==> config.mk <==
export PLATFORM = sky130hd
export DESIGN_NAME = ipv4_header_receive_check_unit
export DESIGN_NICKNAME = d
export VERILOG_FILES = /design/src/design/hirc_pkg.sv /design/src/design/ipv4_header_receive_check_unit.sv /design/src/design/hirc_fields.sv /design/src/design/hirc_verdict.sv
export SDC_FILE = /design/constraint.sdc
export NUM_CORES = 1
export LEC_CHECK = 0
export BUFFER_PORTS_ARGS = -buffer_cell sky130_fd_sc_hd__buf_2
export CORE_UTILIZATION = 37
export DETAILED_ROUTE_END_ITERATION = 10
export PLACE_DENSITY = 0.61
export SLEW_MARGIN = 20
export SYNTH_ARGS = -nofsm -noshare
export SYNTH_HDL_FRONTEND = slang
export SYNTH_SLANG_ARGS = --single-unit
==> constraint.sdc <==
create_clock -name clk -period 14.2 [get_ports clk]
set_clock_uncertainty 0.05 [all_clocks]
set_input_delay 2.13 -clock clk [delete_from_list [all_inputs] [get_ports clk]]
set_output_delay 2.13 -clock clk [all_outputs]
set_load 0.02 [all_outputs]
==> src/design/hirc_pkg.sv <==
// ----------------------------------------------------------------------------
// hirc_pkg
// Shared types and constants for the IPv4 header receive check unit.
// ----------------------------------------------------------------------------
package hirc_pkg;

	typedef enum logic [2:0] {
		V_ACCEPT  = 3'd0,
		V_VERSION = 3'd1,
		V_TTL     = 3'd2,
		V_HDRLEN  = 3'd3,
		V_DEST    = 3'd4,
		V_CSUM    = 3'd5
	} verdict_t;

	// header fields gathered over one packet
	typedef struct packed {
		logic [3:0]  version;
		logic [3:0]  ihl;
		logic [7:0]  ttl;
		logic [31:0] dest;
		logic [15:0] sum;
	} hdr_fields_t;

	localparam logic [15:0] BYTE_SAT    = 16'hFFFF;
	localparam logic [15:0] SUM_GOOD    = 16'hFFFF;
	localparam logic [15:0] TTL_IDX     = 16'd8;
	localparam logic [15:0] DEST_FIRST  = 16'd16;
	localparam logic [15:0] DEST_LAST   = 16'd19;
	localparam logic [3:0]  IPV4_VER    = 4'd4;
	localparam logic [3:0]  IHL_MIN     = 4'd5;
	localparam logic        REG_LOCAL_ADDR = 1'b0;

endpackage

==> src/design/ipv4_header_receive_check_unit.sv <==
// ----------------------------------------------------------------------------
// ipv4_header_receive_check_unit
// Byte-stream IPv4 header checker giving one verdict per packet.
// ----------------------------------------------------------------------------
// Takes one packet byte per beat on the slave stream, tlast on the final byte,
// and returns one result beat per packet on the master stream once the final
// byte is processed. Sustained rate is one byte per clock unless back-pressure
// holds a final byte: each beat passes an input register, then field capture,
// 16-bit end-around-carry add and the verdict compare, into the result
// register. The result register loads as the final byte leaves the input
// register. A beat without tlast gives no result; the only back-pressure comes
// from a waiting result when another final byte reaches the processing stage.
// The header sum covers only the first IHL*4 bytes; an odd trailing header byte
// of a short packet counts as a high byte. local_address sits at byte address 0.
// ----------------------------------------------------------------------------
module ipv4_header_receive_check_unit (
	input  logic        clk,
	input  logic        arst_n,
	// slave stream
	input  logic        s_tvalid,
	output logic        s_tready,
	input  logic [7:0]  s_tdata,    // [7:0] data_byte
	input  logic        s_tlast,    // last_byte
	// master stream
	output logic        m_tvalid,
	input  logic        m_tready,
	output logic [23:0] m_tdata,    // [2:0] verdict, [18:3] packet_bytes, [23:19] zero
	// APB register port
	input  logic        psel,
	input  logic        penable,
	input  logic        pwrite,
	input  logic [2:0]  paddr,
	input  logic [31:0] pwdata,
	output logic [31:0] prdata,
	output logic        pready
);

	// configuration
	logic [31:0] local_addr_q;

	// input register
	logic        valid_s1;
	logic [7:0]  data_s1;
	logic        last_s1;
	logic        go_s1;

	// result register
	logic               out_valid_q;
	hirc_pkg::verdict_t verdict_q;
	logic [15:0]        bytes_q;

	hirc_pkg::hdr_fields_t fields_nxt;
	logic [15:0]           count_nxt;
	hirc_pkg::verdict_t    verdict_c;

	// --- APB: always ready, register decoded on paddr[2] ---
	assign pready = 1'b1;
	assign prdata = (paddr[2] == hirc_pkg::REG_LOCAL_ADDR) ? local_addr_q : 32'd0;

	always_ff @(posedge clk or negedge arst_n) begin
		if (!arst_n) begin
			local_addr_q <= '0;
		end else if (psel && penable && pwrite && pready &&
			paddr[2] == hirc_pkg::REG_LOCAL_ADDR) begin
			local_addr_q <= pwdata;
		end
	end

	// --- input register; a final byte waits only if the result slot stays full ---
	assign go_s1    = valid_s1 && (!last_s1 || !out_valid_q || m_tready);
	assign s_tready = !valid_s1 || go_s1;

	always_ff @(posedge clk or negedge arst_n) begin
		if (!arst_n) begin
			valid_s1 <= 1'b0;
		end else if (s_tready) begin
			valid_s1 <= s_tvalid;
		end
	end

	always_ff @(posedge clk) begin
		if (s_tready && s_tvalid) begin
			data_s1 <= s_tdata;
			last_s1 <= s_tlast;
		end
	end

	// --- per-packet state and checks ---
	hirc_fields u_fields (
		.clk        (clk),
		.arst_n     (arst_n),
		.step       (go_s1),
		.data_byte  (data_s1),
		.last_byte  (last_s1),
		.fields_nxt (fields_nxt),
		.count_nxt  (count_nxt)
	);

	hirc_verdict u_verdict (
		.fields        (fields_nxt),
		.local_address (local_addr_q),
		.verdict       (verdict_c)
	);

	// --- result register ---
	always_ff @(posedge clk or negedge arst_n) begin
		if (!arst_n) begin
			out_valid_q <= 1'b0;
		end else if (go_s1 && last_s1) begin
			out_valid_q <= 1'b1;
		end else if (m_tready) begin
			out_valid_q <= 1'b0;
		end
	end

	always_ff @(posedge clk) begin
		if (go_s1 && last_s1) begin
			verdict_q <= verdict_c;
			bytes_q   <= count_nxt;
		end
	end

	assign m_tvalid = out_valid_q;
	assign m_tdata  = {5'd0, bytes_q, verdict_q};

	// --- checks ---
	// a result only appears after a final byte went through processing
	assert property (@(posedge clk) disable iff (!arst_n)
		$rose(out_valid_q) |-> $past(go_s1 && last_s1))
		else $error("result raised without a processed final byte");

	// a held beat in the input register is not dropped or altered
	assert property (@(posedge clk) disable iff (!arst_n)
		(valid_s1 && !go_s1) |=> (valid_s1 && $stable(data_s1) && $stable(last_s1)))
		else $error("stalled input beat lost");

	// an accepted packet must have reached the TTL byte
	assert property (@(posedge clk) disable iff (!arst_n)
		(out_valid_q && verdict_q == hirc_pkg::V_ACCEPT) |-> (bytes_q >= 16'd9))
		else $error("accept verdict on a packet too short");

	// a new result never overwrites one still waiting
	assert property (@(posedge clk) disable iff (!arst_n)
		(out_valid_q && !m_tready) |-> !(go_s1 && last_s1))
		else $error("pending result overwritten");

endmodule

==> src/design/hirc_fields.sv <==
// ----------------------------------------------------------------------------
// hirc_fields
// Per-packet state: byte count, field capture and ones'-complement header sum.
// ----------------------------------------------------------------------------
module hirc_fields (
	input  logic                 clk,
	input  logic                 arst_n,
	input  logic                 step,       // process one beat
	input  logic [7:0]           data_byte,
	input  logic                 last_byte,
	output hirc_pkg::hdr_fields_t fields_nxt, // fields including this beat
	output logic [15:0]          count_nxt
);

	logic [15:0] count_q;
	logic [7:0]  hold_q;
	hirc_pkg::hdr_fields_t fields_q;

	logic        sat;
	logic        in_hdr;
	logic        add_en;
	logic [5:0]  hdr_bytes;
	logic [15:0] word;
	logic [16:0] sum_raw;
	logic [15:0] sum_add;
	logic [7:0]  hold_nxt;

	always_comb begin
		sat = (count_q == hirc_pkg::BYTE_SAT);
		fields_nxt = fields_q;
		if (!sat && count_q == 16'd0) begin
			fields_nxt.version = data_byte[7:4];
			fields_nxt.ihl     = data_byte[3:0];
		end
		if (!sat && count_q == hirc_pkg::TTL_IDX) begin
			fields_nxt.ttl = data_byte;
		end
		if (!sat && count_q >= hirc_pkg::DEST_FIRST && count_q <= hirc_pkg::DEST_LAST) begin
			fields_nxt.dest = {fields_q.dest[23:0], data_byte};
		end
		hdr_bytes = {fields_nxt.ihl, 2'b00};
		in_hdr    = !sat && (count_q < {10'd0, hdr_bytes});
		// odd index pairs with the held byte; a final even-index byte stands alone as high byte
		add_en    = in_hdr && (count_q[0] || last_byte);
		word      = count_q[0] ? {hold_q, data_byte} : {data_byte, 8'h00};
		sum_raw   = {1'b0, fields_q.sum} + {1'b0, word};
		sum_add   = sum_raw[15:0] + {15'd0, sum_raw[16]};
		if (add_en) begin
			fields_nxt.sum = sum_add;
		end
		hold_nxt  = (in_hdr && !count_q[0]) ? data_byte : hold_q;
		count_nxt = sat ? count_q : count_q + 16'd1;
	end

	always_ff @(posedge clk or negedge arst_n) begin
		if (!arst_n) begin
			count_q  <= '0;
			hold_q   <= '0;
			fields_q <= '0;
		end else if (step) begin
			if (last_byte) begin
				count_q  <= '0;
				hold_q   <= '0;
				fields_q <= '0;
			end else begin
				count_q  <= count_nxt;
				hold_q   <= hold_nxt;
				fields_q <= fields_nxt;
			end
		end
	end

endmodule

==> src/design/hirc_verdict.sv <==
// ----------------------------------------------------------------------------
// hirc_verdict
// Priority check of the gathered header fields.
// ----------------------------------------------------------------------------
module hirc_verdict (
	input  hirc_pkg::hdr_fields_t fields,
	input  logic [31:0]           local_address,
	output hirc_pkg::verdict_t    verdict
);

	always_comb begin
		if (fields.version != hirc_pkg::IPV4_VER) begin
			verdict = hirc_pkg::V_VERSION;
		end else if (fields.ttl == 8'd0) begin
			verdict = hirc_pkg::V_TTL;
		end else if (fields.ihl < hirc_pkg::IHL_MIN) begin
			verdict = hirc_pkg::V_HDRLEN;
		end else if (fields.dest != local_address) begin
			verdict = hirc_pkg::V_DEST;
		end else if (fields.sum != hirc_pkg::SUM_GOOD) begin
			verdict = hirc_pkg::V_CSUM;
		end else begin
			verdict = hirc_pkg::V_ACCEPT;
		end
	end

endmodule

# [Word level (Yosys, flattened, before mapping)]
# Index checks and enable logic that the tools add are counted.
[classes] n_addsub=3 mul=0 div_mod_pow=0 magnitude_cmp=4 n_eq_ne=5 shift=0 muxes=17 bitwise_logic=1 reduce_logical=28
[ops] cell="$mux 16" n=4
[ops] cell="$mux 32" n=2
[ops] cell="$mux 64" n=1
[ops] cell="$mux 8" n=4
[ops] cell="$ne 32x32->1" n=1
[ops] cell="$add 16x16->17" n=1
[ops] cell="$add 16x1->16" n=1
[ops] cell="$add 16x1->16 const B" n=1
[ops] cell="$eq 16x16->1 const B" n=1
[ops] cell="$eq 16x4->1 const B" n=1
[ops] cell="$ge 16x5->1 const B" n=1
[ops] cell="$le 16x5->1 const B" n=1
[ops] cell="$logic_not 16->1" n=1
[ops] cell="$lt 16x6->1" n=1
[ops] cell="$ne 16x16->1 const B" n=1
[ops] cell="$logic_and 1x1->1" n=13
[ops] cell="$logic_not 8->1" n=1
[ops] cell="$mux 3" n=2
[ops] cell="$logic_not 1->1" n=5
[ops] cell="$logic_or 1x1->1" n=4
[ops] cell="$lt 4x3->1 const B" n=1
[ops] cell="$mux 2" n=2
[ops] cell="$ne 4x3->1 const B" n=1
[ops] cell="$reduce_bool 2->1" n=2
[ops] cell="other kinds (4)" n=5
[word_totals] reg_bits=150 latch_bits=0 mem_bits_rw=0 mem_bits_ro=0 input_bits=51 word_cells=73 memories=0

# [Longest topological paths before layout]
# Gate-level depths: netlist of run 1.
[depth] word_depth=13 mapped_depth=21

# [By module]
# A second synthesis of run 1 with hierarchy kept.
[unflattened] hier_cells=773 area_unflattened_um2=8857.2
[by_module_without_submodules] module="hirc_fields" n_inst=1 cells_per_inst=564 area_each_um2=5861.9 seq_area_each_um2=2202.1
[by_module_without_submodules] module="ipv4_header_receive_check_unit" n_inst=1 cells_per_inst=149 area_each_um2=2534.9 seq_area_each_um2=1691.6
[by_module_without_submodules] module="hirc_verdict" n_inst=1 cells_per_inst=60 area_each_um2=460.4 seq_area_each_um2=0.0

# [Worst setup path before layout of run 1]
# Ideal clock, no wire load.
[synth_path] path_type="input to output" from="input paddr[2]" to="output prdata[10]" arrival_time_ns=2.643 t_required_ns=12.020 setup_slack_ns=9.377 path_stages=2 n_path_buf=1 cell_sequence="clkbuf_1 > nor2b_1"
[synth_via] elab_chain_cells=1
[synth_lines] element="from (decl)" line="ipv4_header_receive_check_unit.sv:32" rtl="input logic [2:0] paddr,"
[synth_lines] element="$mux 32" line="ipv4_header_receive_check_unit.sv:58" rtl="assign prdata = (paddr[2] == hirc_pkg::REG_LOCAL_ADDR) ? local_addr_q : 32'd0;"
[synth_lines] element="to (decl)" line="ipv4_header_receive_check_unit.sv:34" rtl="output logic [31:0] prdata,"
# Every way passes these cells.

# [Final worst setup path of run 1]
[layout_path] from="register data_s1[0]" to="register verdict_q[0] (data pin)"
[layout_via] elab_chain_cells=10 word_cells_on_any_way=18 classes_between="add/sub (2); order compare (2); eq/ne (2); mux (9); reduce/logical (3)"
[layout_lines] element="from (decl)" line="ipv4_header_receive_check_unit.sv:43" rtl="logic [7:0] data_s1;"
[layout_lines] element="from (signal assigned)" line="ipv4_header_receive_check_unit.sv:83" rtl="data_s1 <= s_tdata;"
[layout_lines] element="parallel branches: the longest is 9 deep, another holds $add 16x16->17"
[layout_lines] element="$mux 2 *" line="hirc_verdict.sv:14" rtl="end else if (fields.ttl == 8'd0) begin"
[layout_lines] element="to (signal assigned)" line="ipv4_header_receive_check_unit.sv:118" rtl="verdict_q <= verdict_c;"
[layout_lines] element="to (decl)" line="ipv4_header_receive_check_unit.sv:49" rtl="hirc_pkg::verdict_t verdict_q;"
# Mark *: on every way between the ends.
# A chain may end at the register's enable or synchronous reset.

==> results.py, run 1 <==
metrics = {
    "drt": {
        "drt_iter0_markers": 595,
        "drt_wl_total_um": 22700,
        "detail-route-antenna-nets": 0,
        "post_drt_wl_per_cell_um": 17.3,
        "via_per_inst": 5.50,
        "num_vias": 7205,
        "first_pass_iters": 5,
        "route.detailed.drc": 0,
    },
    "logic_synthesis": {
        "synth-compound-area-share": 0.170,
        "synthTopCellsByArea": "dfrtp_1, edfxtp_1, mux2_2",
        "synth_top_area_frac": 0.341,
        "avgSynthCellArea_um2": 9.87,
        "yosys_warnings": 0,
        "netlist_instances": 906,
        "syn_area_um2": 8950,
        "synthTopCellsByCount": "dfrtp_1, nand2_1, o21ai_0",
        "synthAdderAreaFrac": 0.0344,
        "synthMuxAreaShare": 0.0831,
        "async_reset_ff_frac": 0.813,
        "synth.most_common_cell": "dfrtp_1",
        "synth_top_family_by_area": "simple AND/OR/NAND/NOR gates",
        "synth_edf_count": 28,
        "yosysSeqAreaShare": 0.435,
        "yosys.area_share.simple": 0.174,
        "ys_types": 71,
        "synth_xor_area_frac": 0.0666,
        "synth-seq-cells": 150,
        "synthFlopType": "dfrtp_1",
        "synth_area_leader_cell": "dfrtp_1",
    },
    "min_path": {
        "min_path_type": "flip-flop to flip-flop",
    },
    "worst_setup_path": {
        "cp-end-kind": "flip-flop",
        "cpMaxStageDelayCell": "nor3_1",
        "r2r_slack_ns": 8.39,
        "critical-path-max-stage-delay_ns": 0.67,
        "cp-start-kind": "flip-flop",
        "worstPathRequired_ns": 14.31,
        "crit_path_max_fanout": 10,
        "crit_type": "flip-flop to flip-flop",
        "crit_family": "simple AND/OR/NAND/NOR gates",
        "arrival_ns": 5.92,
        "path_cells": "and2_1, ha_1, inv_1, fa_1, nand2b_1, a21o_1, a211oi_1, o31a_1, a21o_1, a21o_1, ha_1, ha_1, and3_1, nand3_1, nor3_1, nand4_1, a221oi_1, o211ai_2, nor4_2, o21ai_1",
        "cp.buffers_inverters": 1,
    },
    "layout": {
        "stdcell_area_um2": 10200,
        "num-nets-final": 1052,
        "drive_above_1_share": 0.201,
        "stdcell_count": 1309,
        "diodes": 0,
        "syn2layout_area_growth_pct": 14.5,
    },
    "placement": {
        "hpwl_um": 15800,
        "postPlaceCellArea_um2": 9680,
        "preCtsSetupSlack_ns": 8.46,
        "gp_congestion": 0.827,
        "dp_cells": 1277,
        "port-buffer-count": 101,
    },
    "floorplanning": {
        "dieArea_um2": 24800,
        "core_area_um2": 23600,
        "die_h_um": 157,
        "ioPinCount": 110,
        "die_w_um": 157,
        "std_cell_rows": 56,
        "initial_core_util": 0.379,
    },
    "clock_tree": {
        "clockBufferDepth": 2,
        "cts_hold_buffers": 0,
        "clk_latency_ns": 0.43,
        "cts-htree-levels": 4,
        "clkSinkCount": 150,
        "cts_buffers": 17,
        "clockRootBuffer": "clkbuf_16",
        "ctsResizeCount": 0,
        "cts_setup_buffers": 0,
        "clk_pin_slew_ns": 0.06,
        "cts_tree": "yes",
    },
    "run": {
        "cap_violations": 0,
    },
    "sta": {
        "drv_slew": 0,
        "postLayoutSetupSlackWorst_ns": 8.39,
        "tns_ns": 0,
        "hold_viol": 0,
        "finalSetupViolCount": 0,
        "fmax_mhz": 172,
        "rsz0062_at_grt": "false",
        "slew_headroom": 0.371,
        "worstMarginPinSlew_ns": 0.944,
        "fin_crit_ns": 5.81,
        "period_share": 0.409,
    },
    "run_status": {
        "status": "completed",
    },
    "power": {
        "p_leak_uw": 0.00455,
        "power.density_nw_per_um2": 147,
        "worst_ir_drop_vdd_mv": 0.0809,
    },
    "global_route": {
        "grt_max_degree": 65,
        "globalRouteTotalUtil": 0.190,
        "grt_pass1_vias": 6674,
        "antenna_found_initial": 0,
        "grt_overflow": 0,
        "grt_pass1_wl_um": 36500,
    },
}
## worst min-delay path, cell delays in order (launching register included)
cell     delay [ns]
dfrtp_1        0.35
nand2_1        0.05
o21ai_0        0.06
## routing by layer
metal  routed length, µm  vias up  track usage  share of wire
met3                 927       19       0.0314          0.041
met1               11100     3538        0.285           0.49
met2               10300      183        0.279           0.46
li1                    -     3465            -              -
met5                   0        -            0              0
met4                 273        0       0.0485          0.012
## final timing paths
path,cells past startpoint,to,start
min,2,u_fields.fields_q[57]$_DFFE_PN0P_,u_fields.fields_q[57]$_DFFE_PN0P_
max reg2reg,20,verdict_q[0]$_SDFFCE_PP1P_,data_s1[0]$_DFFE_PP_
max in group asynchronous,3,u_fields.fields_q[1]$_DFFE_PN0P_,arst_n
min in group asynchronous,1,local_addr_q[26]$_DFFE_PN0P_,arst_n
max,20,verdict_q[0]$_SDFFCE_PP1P_,data_s1[0]$_DFFE_PP_
min reg2reg,2,u_fields.fields_q[57]$_DFFE_PN0P_,u_fields.fields_q[57]$_DFFE_PN0P_
## placed cells by master, fill, tap and decap left out, types with 11 or more instances in the layout
cell type / instances
buf_2: 100
nor4_1: 12
mux2_2: 42
clkbuf_16: 17
buf_4: 11
nor3_1: 13
nor2_1: 24
nand4_1: 14
xor2_1: 32
mux2i_1: 27
and2_1: 14
edfxtp_1: 28
ha_1: 23
a21oi_1: 24
a21o_1: 12
dfrtp_1: 122
a22o_1: 21
nor2b_1: 37
and3_1: 21
a22oi_1: 41
nand3_1: 23
inv_1: 13
xnor2_1: 36
o21ai_0: 75
nand2_1: 82
## cell families after synthesis
logic type                 count (synthesis)
xor gates and xnor gates                  68
and+or+nand+nor                          291
muxes                                     69
adders and majority gates                 24
other                                      2
DFF                                      150
AOI/OAI and AO/OA                        226
buffers and inverters                     76
## metrics by stage
| step | hold slack, ns | utilization | total power [µW] |
|---|---|---|---|
| after floorplan | 0.400 | - | 943 |
| after global placement | 0.414 | 0.410 | 1070 |
| after detailed placement | 0.422 | 0.410 | 1080 |
| after CTS | 0.436 | 0.434 | 1510 |
| after global routing | 0.464 | 0.434 | 1600 |
| final | 0.440 | 0.434 | 1510 |
## cell type report
type	instances	area, µm²
clock buffer	18	429
clock inverter	14	130
fill	2305	13400
inverter	13	48.8
multi-input combinational	684	4760
sequential	150	3890
tap	319	399
timing repair buffer	111	583
## state kept, by name, summed over array words and instances, names as in the netlist
signal             count
u_fields.hold_q        8
verdict_q              3
u_fields.fields_q     64
bytes_q               16
local_addr_q          32
m_tvalid               1
valid_s1               1
last_s1                1
u_fields.count_q      16
data_s1                8
## where the power goes
part | total (µW) | switching [µW] | internal, µW
Sequential | 576 | 69.4 | 507
Clock | 431 | 188 | 242
Combinational | 500 | 286 | 214
Total | 1510 | 543 | 963
Note: power is estimated with default switching activity, not from simulation.
==> inputs of run 2 (changes only) <==
==> constraint.sdc (replaced) <==
create_clock -name clk -period 6 [get_ports clk]
set_clock_uncertainty 0.05 [all_clocks]
set_input_delay 0.9 -clock clk [delete_from_list [all_inputs] [get_ports clk]]
set_output_delay 0.9 -clock clk [all_outputs]
set_load 0.02 [all_outputs]
==> run 2 against run 1 <==
Effect of this change:
- clock power grew 150%
- sequential share of layout area is 0.31 points lower
- worst setup slack got worse by 7.7 ns
- critical endpoint is now verdict_q[2]$_SDFFCE_PP0P_
- critical path depth down 3
- wire length rose by 1.3%
- global-route usage decreased by 0.12 points
- final area grew 0.82%
- flip-flop and latch count unchanged
- die area unchanged
- fmax rose by 8.8%
==> results.py, run 2 (same netlist as run 1, synthesis figures left out) <==
metrics = {
    "clock_tree": {
        "clockBufferDepth": 2,
        "clk_pin_slew_ns": 0.06,
        "cts_hold_buffers": 0,
        "cts_setup_buffers": 0,
        "cts-htree-levels": 4,
        "clkSinkCount": 150,
        "clockRootBuffer": "clkbuf_16",
        "cts_buffers": 17,
        "cts_tree": "yes",
        "clk_latency_ns": 0.43,
        "ctsResizeCount": 0,
    },
    "drt": {
        "route.detailed.drc": 0,
        "first_pass_iters": 5,
        "drt_wl_total_um": 23000,
        "detail-route-antenna-nets": 0,
        "num_vias": 7204,
        "drt_iter0_markers": 575,
        "via_per_inst": 5.47,
        "post_drt_wl_per_cell_um": 17.4,
    },
    "floorplanning": {
        "die_h_um": 157,
        "dieArea_um2": 24800,
        "std_cell_rows": 56,
        "ioPinCount": 110,
        "die_w_um": 157,
        "core_area_um2": 23600,
        "initial_core_util": 0.379,
    },
    "worst_setup_path": {
        "cpMaxStageDelayCell": "ha_1",
        "cp-startpoint": "u_fields.count_q[0]$_DFFE_PN0P_",
        "setup.worst_path.end": "verdict_q[2]$_SDFFCE_PP0P_",
        "r2r-start": "u_fields.count_q[0]$_DFFE_PN0P_",
        "r2r-end": "verdict_q[2]$_SDFFCE_PP0P_",
        "cp-start-kind": "flip-flop",
        "crit_path_max_fanout": 17,
        "path_cells": "buf_4, mux2_2, ha_1, nand4_1, a211oi_1, o31a_1, a21o_1, a21o_1, ha_1, nand3_1, nand4b_1, or3_1, a2111o_1, a221oi_1, o211ai_2, nor4_2, a21oi_1",
        "worstPathRequired_ns": 6.11,
        "cp-end-kind": "flip-flop",
        "r2r_slack_ns": 0.66,
        "worstRegToRegCells": 17,
        "arrival_ns": 5.44,
        "critical-path-max-stage-delay_ns": 0.49,
        "crit_type": "flip-flop to flip-flop",
    },
    "layout": {
        "num-nets-final": 1060,
        "reg_top3": "u_fields.fields_q (64), local_addr_q (32)",
        "final_core_util": 0.437,
        "largest_reg_flops": 64,
        "final_cell_mix": "dfrtp_1, buf_2, nand2_1",
        "diodes": 0,
        "final_common_cell": "dfrtp_1",
        "drive_above_1_share": 0.207,
        "top_register": "u_fields.fields_q",
        "syn2layout_area_growth_pct": 15.4,
    },
    "sta": {
        "rsz0062_at_grt": "false",
        "hold_slack_ns": 0.443,
        "finalSetupViolCount": 0,
        "worstMarginPinSlew_ns": 0.925,
        "fmax_mhz": 187,
        "drv_slew": 0,
        "fin_crit_ns": 5.34,
        "slew_headroom": 0.379,
        "hold_viol": 0,
        "tns_ns": 0,
        "period_share": 0.890,
        "postLayoutSetupSlackWorst_ns": 0.662,
    },
    "min_path": {
        "min_path_type": "flip-flop to flip-flop",
    },
    "power": {
        "worst_ir_drop_vdd_mv": 0.175,
        "total_power_uw": 3620,
        "power.density_nw_per_um2": 351,
        "p_leak_uw": 0.00461,
    },
    "global_route": {
        "grt_pass1_vias": 6720,
        "grt_max_degree": 79,
        "globalRouteTotalUtil": 0.188,
        "grt_pass1_wl_um": 36100,
        "grt_overflow": 0,
        "antenna_found_initial": 0,
    },
    "placement": {
        "hpwl_um": 16100,
        "gp_congestion": 0.852,
        "port-buffer-count": 101,
        "preCtsSetupSlack_ns": 0.640,
    },
    "run": {
        "cap_violations": 0,
    },
    "run_status": {
        "status": "completed",
    },
}
run 2: cell count changes in the layout (fill, tap and decap cells not counted), sizes merged:
cell / delta
buf: +8
inv: +7
clkinv: -4
clkinvlp: -2
clkbuf: -1
run 2: cell type report:
class	instances	area [µm²]
repair buffers	119	647
fillers	2259	13300
flip-flops and latches	150	3890
multi-input cells	684	4750
inverters	13	48.8
clock inverters	15	156
well taps	319	399
clock buffers	17	425
run 2: report_power, final:
group	total, µW	internal, µW	switching, µW	leakage [µW]
sequential	1360	1200	162	0.00188
combinational	1200	515	681	0.00244
clock	1060	589	476	0.000289
total	3620	2300	1320	0.00461
run 2: worst min-delay path by stage:
stage,from,endpoint,slack [ns],cells after the start
2_1_floorplan,u_fields.fields_q[57]$_DFFE_PN0P_,u_fields.fields_q[57]$_DFFE_PN0P_,0.40,2
6_report,u_fields.fields_q[63]$_DFFE_PN0P_,u_fields.fields_q[63]$_DFFE_PN0P_,0.44,1
5_1_grt,u_fields.hold_q[7]$_DFFE_PN0P_,u_fields.hold_q[7]$_DFFE_PN0P_,0.46,1
3_3_place_gp,u_fields.fields_q[57]$_DFFE_PN0P_,u_fields.fields_q[57]$_DFFE_PN0P_,0.42,2
3_5_place_dp,u_fields.fields_q[57]$_DFFE_PN0P_,u_fields.fields_q[57]$_DFFE_PN0P_,0.43,2
4_1_cts,u_fields.fields_q[57]$_DFFE_PN0P_,u_fields.fields_q[57]$_DFFE_PN0P_,0.44,2
run 2: critical path: cells and delay by family, from the launching register on:
family,cells,cell delay [ns]
AO/OA/AOI/OAI,8,1.87
adder cells (fa/ha/maj),2,0.67
buffers and inverters,1,0.29
multiplexers,1,0.37
flip-flops,1,0.46
AND/OR/NAND/NOR,5,1.34
run 2: metrics by stage:
stage / area, µm² / instances
after floorplan: 8960 / 910
final: 10300 / 1317
after global routing: 10300 / 1317
after detailed placement: 9740 / 1285
after CTS: 10300 / 1317
after global placement: 9740 / 1285
run 2: layer usage:
metal  track usage  vias to the layer above  routed length (µm)
met4        0.0573                        0                 346
met3        0.0383                       28                1050
met5             0                        -                   0
met2         0.281                      175               10500
met1         0.272                     3519               11100
li1              -                     3482                   -
==> inputs of run 3 (changes only) <==
==> constraint.sdc (replaced) <==
create_clock -name clk -period 6 [get_ports clk]
set_clock_uncertainty 0.05 [all_clocks]
set_input_delay 1.2 -clock clk [delete_from_list [all_inputs] [get_ports clk]]
set_output_delay 1.2 -clock clk [all_outputs]
set_load 0.02 [all_outputs]
==> run 3 against run 2 <==
Effect of this change:
- cell count about the same
- worst setup slack lost 0.046 ns
- total power about the same
- sequential power about the same
- clock power about the same
- final area is essentially flat
- combinational power about the same
- non-clock buffer count down 1
- critical path type unchanged
- worst hold slack worse by 0.0042 ns
- largest power group unchanged
- first-iteration DRC count increased by 0.17%
==> results.py, run 3 (same netlist as run 1, synthesis figures left out) <==
metrics = {
    "run_status": {
        "status": "completed",
    },
    "worst_setup_path": {
        "crit_family": "compound AO/OA/AOI/OAI gates",
        "worstPathRequired_ns": 6.10,
        "cp-end-kind": "flip-flop",
        "path_cells": "buf_4, mux2_2, ha_1, nand4_1, a211oi_1, o31a_1, a21o_1, a21o_1, ha_1, nand3_1, nand4b_1, or3_1, a2111o_1, a221oi_1, o211ai_2, nor4_2, a21oi_1",
        "cpMaxStageDelayCell": "dfrtp_1",
        "crit_path_max_fanout": 17,
        "cp-start-kind": "flip-flop",
        "arrival_ns": 5.49,
        "critical-path-max-stage-delay_ns": 0.48,
        "crit_type": "flip-flop to flip-flop",
        "cp.buffers_inverters": 1,
    },
    "power": {
        "worst_ir_drop_vdd_mv": 0.167,
        "p_seq_frac": 0.376,
        "p_leak_uw": 0.00460,
        "combPwrFrac": 0.330,
        "p_int_uw": 2300,
        "total_power_uw": 3620,
        "p_switching_uw": 1320,
        "power.density_nw_per_um2": 350,
        "sw_frac_of_total": 0.365,
        "p_clk_frac": 0.294,
    },
    "global_route": {
        "antenna_found_initial": 0,
        "grt_overflow": 0,
        "grt_pass1_vias": 6545,
        "globalRouteTotalUtil": 0.189,
        "grt_max_degree": 80,
        "grt_pass1_wl_um": 35900,
    },
    "layout": {
        "reg_top3": "u_fields.fields_q (64), local_addr_q (32)",
        "num-fill-cells": 2281,
        "drive_above_1_share": 0.207,
        "diodes": 0,
        "num-nets-final": 1059,
        "regArea_um2": 3890,
        "top_register": "u_fields.fields_q",
        "final_cell_mix": "dfrtp_1, buf_2, nand2_1",
        "final_common_cell": "dfrtp_1",
        "stdcell_area_um2": 10300,
        "syn2layout_area_growth_pct": 15.4,
        "multiInputGateArea_um2": 4760,
        "largest_reg_flops": 64,
    },
    "drt": {
        "first_pass_iters": 5,
        "dr.max_layer_used": "met4",
        "num_vias": 7158,
        "post_drt_wl_per_cell_um": 17.2,
        "detail-route-antenna-nets": 0,
        "drt_wl_total_um": 22700,
        "via_per_inst": 5.44,
        "wl_met3_um": 878,
        "dr_wl_met2_um": 10300,
        "met1_length_um": 11400,
        "drt_iter0_markers": 576,
        "route.detailed.drc": 0,
    },
    "clock_tree": {
        "cts_tree": "yes",
        "cts-htree-levels": 4,
        "clk_pin_slew_ns": 0.07,
        "cts_hold_buffers": 0,
        "clockRootBuffer": "clkbuf_16",
        "clockBufferDepth": 2,
        "clkSinkCount": 150,
        "clk_latency_ns": 0.43,
        "cts_buffers": 17,
        "ctsResizeCount": 0,
        "cts_setup_buffers": 0,
    },
    "min_path": {
        "min_path_type": "flip-flop to flip-flop",
    },
    "floorplanning": {
        "initial_core_util": 0.379,
        "die_h_um": 157,
        "die_w_um": 157,
        "ioPinCount": 110,
        "core_area_um2": 23600,
        "std_cell_rows": 56,
        "dieArea_um2": 24800,
    },
    "sta": {
        "hold_viol": 0,
        "rsz0062_at_grt": "false",
        "drv_slew": 0,
        "fmax_mhz": 186,
        "finalSetupViolCount": 0,
        "worstMarginPinSlew_ns": 0.936,
        "tns_ns": 0,
        "fin_crit_ns": 5.38,
        "slew_headroom": 0.371,
        "period_share": 0.897,
    },
    "placement": {
        "port-buffer-count": 101,
        "postPlaceCellArea_um2": 9740,
        "hpwl_um": 15800,
        "gp_congestion": 0.840,
    },
    "run": {
        "cap_violations": 0,
    },
}
## run 3: changes by cell type in the layout (fill, tap and decap cells not counted), sizes merged
cell,change
clkinv,-1
buf,-1
clkinvlp,+1
## run 3: layer usage
| layer | vias up | GRT usage |
|---|---|---|
| li1 | 3471 | - |
| met1 | 3512 | 0.286 |
| met2 | 162 | 0.277 |
| met3 | 13 | 0.0328 |
| met4 | 0 | 0.0425 |
| met5 | - | 0 |
## run 3: area by class of cell
class,count,area share
clock buffers,17,0.0412
clock inverters,15,0.0152
inverters,13,0.00473
multi-input cells,684,0.461
flip-flops and latches,150,0.377
well taps,319,0.0387
repair buffers,118,0.0619
## run 3: power by group through the flow
stage	Combinational (µW)	Sequential (µW)	Clock, µW
finish	1190	1360	1060
global route	1340	1380	1120
CTS	1190	1360	1080
detailed placement	1180	1370	0
global placement	1170	1370	0
floorplan	906	1320	0
## run 3: final timing paths
check | from | to | slack, ns | cells past startpoint
worst max-delay path | u_fields.count_q[0]$_DFFE_PN0P_ | verdict_q[2]$_SDFFCE_PP0P_ | 0.62 | 17
worst min-delay path | u_fields.fields_q[59]$_DFFE_PN0P_ | u_fields.fields_q[59]$_DFFE_PN0P_ | 0.44 | 2
worst max register to register | u_fields.count_q[0]$_DFFE_PN0P_ | verdict_q[2]$_SDFFCE_PP0P_ | 0.62 | 17
worst min register to register | u_fields.fields_q[59]$_DFFE_PN0P_ | u_fields.fields_q[59]$_DFFE_PN0P_ | 0.44 | 2
max in group asynchronous | arst_n | u_fields.fields_q[0]$_DFFE_PN0P_ | 4.04 | 2
min in group asynchronous | arst_n | local_addr_q[26]$_DFFE_PN0P_ | 0.78 | 1
## run 3: stage by stage
step           worst slack (ns)  hold WS, ns   util  cells
2_1_floorplan              1.26        0.400      -    910
3_3_place_gp              0.690        0.415  0.412   1284
3_5_place_dp              0.678        0.426  0.412   1284
4_1_cts                   0.639        0.444  0.437   1316
5_1_grt                   0.254        0.461  0.437   1316
6_report                  0.616        0.439  0.437   1316
## run 3: worst register-to-register path: cells and delay by family, from the launching register on
kind | cells | cell delay, ns
buffers and inverters | 1 | 0.30
adders and majority gates | 2 | 0.66
AOI/OAI and AO/OA | 8 | 1.89
and+or+nand+nor | 5 | 1.35
DFF | 1 | 0.48
muxes | 1 | 0.38
